`src/sv/btmx_ram.sv`:
```
// ----------------------------------------------------------------------------
// btmx_ram
// Generic single-port-write, single-port-read RAM with a registered read.
// ----------------------------------------------------------------------------
`default_nettype none

module btmx_ram #(
    parameter int WIDTH = 8,
    parameter int DEPTH = 16
) (
    input  wire logic                     i_clk,
    input  wire logic                     i_we,
    input  wire logic [$clog2(DEPTH)-1:0] i_waddr,
    input  wire logic [WIDTH-1:0]         i_wdata,
    input  wire logic                     i_re,
    input  wire logic [$clog2(DEPTH)-1:0] i_raddr,
    output logic      [WIDTH-1:0]         o_rdata
);

    logic [WIDTH-1:0] r_mem [DEPTH];
    logic [WIDTH-1:0] r_rdata;

    always_ff @(posedge i_clk) begin
        if (i_we) begin
            r_mem[i_waddr] <= i_wdata;
        end
        if (i_re) begin
            r_rdata <= r_mem[i_raddr];
        end
    end

    assign o_rdata = r_rdata;

endmodule

`default_nettype wire

```
`config.mk`:
```
export PLATFORM = sky130hd
export DESIGN_NAME = btmx_ram
export DESIGN_NICKNAME = d
export VERILOG_FILES = /design/src/sv/btmx_ram.sv
export SDC_FILE = /design/constraint.sdc
export NUM_CORES = 1
export LEC_CHECK = 0
export CAP_MARGIN = 20
export CORE_MARGIN = 2
export CORE_UTILIZATION = 51
export CTS_CLUSTER_DIAMETER = 40
export CTS_CLUSTER_SIZE = 30
export DETAILED_ROUTE_END_ITERATION = 6
export DONT_BUFFER_PORTS = 1
export HOLD_SLACK_MARGIN = 0.05
export PLACE_DENSITY_LB_ADDON = 0.3
export SLEW_MARGIN = 40
export SYNTH_ARGS = -nofsm -noshare
export SYNTH_HDL_FRONTEND = slang
export SYNTH_SLANG_ARGS = --single-unit
```
`constraint.sdc`:
```
create_clock -name i_clk -period 4.4 [get_ports i_clk]
set_input_delay 0.88 -clock i_clk [delete_from_list [all_inputs] [get_ports i_clk]]
set_output_delay 0.88 -clock i_clk [all_outputs]
set_load 0.005 [all_outputs]
```
Word level (Yosys, flattened, before mapping)
Memory sizes are Yosys's and may differ from the RTL's. A register that Yosys moved wholly into a read port is not among the register bits.
Cells that the tools add are included.
{"block": "totals", "reg_bits": 0, "ramBits": 128, "output_inout_bits": 8, "mem_count": 1, "in_bits": 19}
{"block": "op_classes", "mux": 2}
{"memory": "r_mem", "words": 16, "width": 8, "read_ports": 1, "rd_ports_with_merged_regs": 1, "write_ports": 1, "line": "20", "source": "logic [WIDTH-1:0] r_mem [DEPTH];"}
{"cell": "$mux 1", "n": 2}

Depth between registers and ports, before layout
{"block": "logic_depth", "depth_word": 2, "depth_mapped": 5}

Least setup slack after synthesis
No wires, ideal clock.
{"block": "synth_path", "path_type": "input to register", "from": "input i_waddr[2]", "to": "memory r_mem[0][0] (enable)", "path_stages": 2, "path_buffers": 0, "path_slack_ns": 2.027, "t_arrival_ns": 1.990, "cell_sequence": "or3b_2 nor3_1"}
{"item": "start, declared", "line": "13", "source": "input wire logic [$clog2(DEPTH)-1:0] i_waddr,"}
{"item": "end, declared", "line": "20"}
Straight into the memory's write port.

Final worst setup path
{"block": "layout_path", "from": "input i_waddr[2]", "to": "memory r_mem[1][7] (enable)"}
Straight into the memory's write port.

==> metrics.cfg <==
[run_status]
status=finished, final reports clean

[timing]
max_slew_margin_pct=46.5
maxSlewViolCount=0
worst_pin_slew_ns=0.800
grt_setup_unrepaired=false
fin_crit_sh_pct=43.1
timing.final.hold_violations=0
fin_skew_ns=0.00869
fmax_mhz=527
fin_tns_setup_ns=0
period_minus_slack_ns=1.90
hold_ws_ns=0.460
finalSetupViolCount=0

[setup_path]
path_delay_family=simple AND/OR/NAND/NOR gates
end_kind=register
critical-path-slowest-cell=nor2_1
start_kind=input port
cp_num_buf_inv=0
slowest_delay_ns=0.63
crit_chain=or3b_2, nor2_1
worstPathMaxFanout=8
required_ns=4.53
crit_type=input port to register
arrival_ns=2.03

[synth]
synthFlopType=edfxtp_1
synth.top_cells.by_count=edfxtp_1 (136), mux4_2 (18), a22oi_1 (16), mux4_1 (14), nor2_1 (13)
ys_ff_latch=136
synth_area_leaders=edfxtp_1 (78%), mux4_2 (7.8%), mux4_1 (7.0%), a22oi_1 (2.3%), nor2_1 (0.93%)
synth-edff-count=136
syn_inst=229
synth-seq-area-share_pct=78.1
syn_area_um2=5230
synthMostInstantiatedCell=edfxtp_1
synth-async-reset-ratio_pct=0
ys_types=18
synth.top_cell.area_share_pct=78.1
syn_area_per_cell_um2=22.8
yosys.area.top_type=edfxtp_1
yosys_warnings=0
syn_nets=248

[clocking]
clock_latency_ns=0.51
cts_buffers=17
path_clk_slew_ns=0.06
cts_tree=done
cts_buffer_depth=2
cts_setup_buffers=0
cts.sinks=136
postCtsHoldBufs=0
clockRootBuffer=clkbuf_8
htreeDepth=4
cts_resized=0

[power_and_ir_drop]
power.internal_mw=2.26
p_clk_share_pct=45.8
power.leakage_nw=1.87
combPwrFrac_pct=2.7
finalPower_mw=2.85
sequentialPowerShare_pct=51.5
swShare_pct=20.8
p_per_area_nw_per_um2=483
p_sw_mw=0.593
ir_drop_mv=0.289

[routing]
drt_first_iter_violations=184
vias=2302
firstDrtPassIters=4
routed_wl_mm=9.42
wl_per_cell_um=24.5
ant_nets=0
drc=0
viasPerCell=5.98

[floorplan]
ioPinCount=27
die_h_um=105
die_x_um=105
start_util_pct=53.0
num_rows=36
dieArea_um2=11100
core_um2=9860

[placed_design]
dpl.cell_count=353
routabilityCongestion=0.743
port_buffers=0
placed_cell_area_um2=5340
dpl.hpwl_mm=5.96

[layout]
area_growth_pct=13.1
nets=258
insertedDiodeCount=0
post-route-cell-area_um2=5910
fin_cells=385
drive_above_1_share_pct=25.0

[global_route]
grt_pass1_vias=2437
grt_usage_pct=18.8
grt_max_degree=33
grt_overflow=0
grt_antenna_before_repair=0
grt_pass1_wl_mm=14.7

[worst_hold_path]
hp-class=input port to register

[flow_run]
maxCapViolations=0

-- power by group through the flow --
| stage | Combinational [mW] | Clock (mW) | Sequential (mW) |
|---|---|---|---|
| after floorplan | 0.0737 | 0 | 1.49 |
| after global placement | 0.0751 | 0 | 1.50 |
| after detailed placement | 0.0774 | 0 | 1.50 |
| after CTS | 0.0775 | 1.32 | 1.47 |
| after global routing | 0.0837 | 1.39 | 1.47 |
| final | 0.0774 | 1.31 | 1.47 |
-- placed cells by master, fill, tap and decap left out --
cell | synthesis | routed
nor2_1 | 13 | 5
buf_4 | 1 | 1
nand3_1 | 1 | 1
clkinv_4 | 0 | 2
nor2_2 | 0 | 8
mux4_2 | 18 | 18
and2b_1 | 1 | 1
nand2_1 | 9 | 9
inv_8 | 0 | 1
nor3_1 | 4 | 1
mux4_1 | 14 | 14
and2_1 | 1 | 1
nand2b_1 | 2 | 2
bufinv_16 | 0 | 1
nor2b_1 | 1 | 1
nor3_2 | 0 | 3
or3b_2 | 1 | 1
clkbuf_16 | 0 | 16
edfxtp_1 | 136 | 136
clkinvlp_4 | 0 | 7
a22oi_1 | 16 | 16
inv_6 | 0 | 4
nand3b_1 | 2 | 2
clkbuf_8 | 0 | 1
-- path summary, 6_finish.rpt --
check / cells past startpoint / slack [ns] / endpoint / start
hold / removal: 0 / 0.46 / r_mem[7][4]$_DFFE_PP_ / i_wdata[4]
setup / recovery: 2 / 2.50 / r_mem[1][7]$_DFFE_PP_ / i_waddr[2]
setup reg to reg: 3 / 2.82 / o_rdata[4]$_DFFE_PP_ / r_mem[7][4]$_DFFE_PP_
hold reg to reg: 3 / 0.75 / o_rdata[3]$_DFFE_PP_ / r_mem[14][3]$_DFFE_PP_
-- through the flow --
stage | utilization [%] | worst slack, ns
CTS | 59.8 | 2.50
global placement | 53.9 | 1.89
global route | 59.9 | 2.47
finish | 59.9 | 2.50
floorplan | - | 2.03
detailed placement | 54.1 | 1.96
-- flip-flops by register name, summed over array words and instances (netlist names) --
| register | cells |
|---|---|
| o_rdata | 8 |
| r_mem | 128 |
-- worst register-to-register path, cell delays in order (launching register included) --
cell and delay [ns]:
edfxtp_1 0.37, mux4_2 0.52, a22oi_1 0.30, nand2_1 0.12
-- cell type report --
class | count | area [um2]
Fill cell | 686 | 3950
Clock inverter | 15 | 146
Tap cell | 133 | 166
Clock buffer | 17 | 414
Sequential cell | 136 | 4080
Timing Repair Buffer | 1 | 7.51
Multi-Input combinational cell | 83 | 1090
-- kinds of logic (layout without fill, tap and decap cells) --
kind of cell           Yosys count  count (layout)  synth area share, %
DFF                            136             136                 78.1
and+or+nand+nor                 35              35                 3.14
muxes                           32              32                 14.8
AOI/OAI and AO/OA               16              16                 2.30
buffers and inverters           10              33                 1.65
-- layer usage --
| layer | vias to the layer above | part of all wire, % | GRT usage, % |
|---|---|---|---|
| li1 | 1002 | - | - |
| met1 | 1218 | 44 | 27.8 |
| met2 | 80 | 50 | 27.6 |
| met3 | 2 | 5.7 | 4.58 |
| met4 | 0 | 0.44 | 6.86 |
| met5 | - | 0 | 0 |
Note: power is estimated with default switching activity, not from simulation.
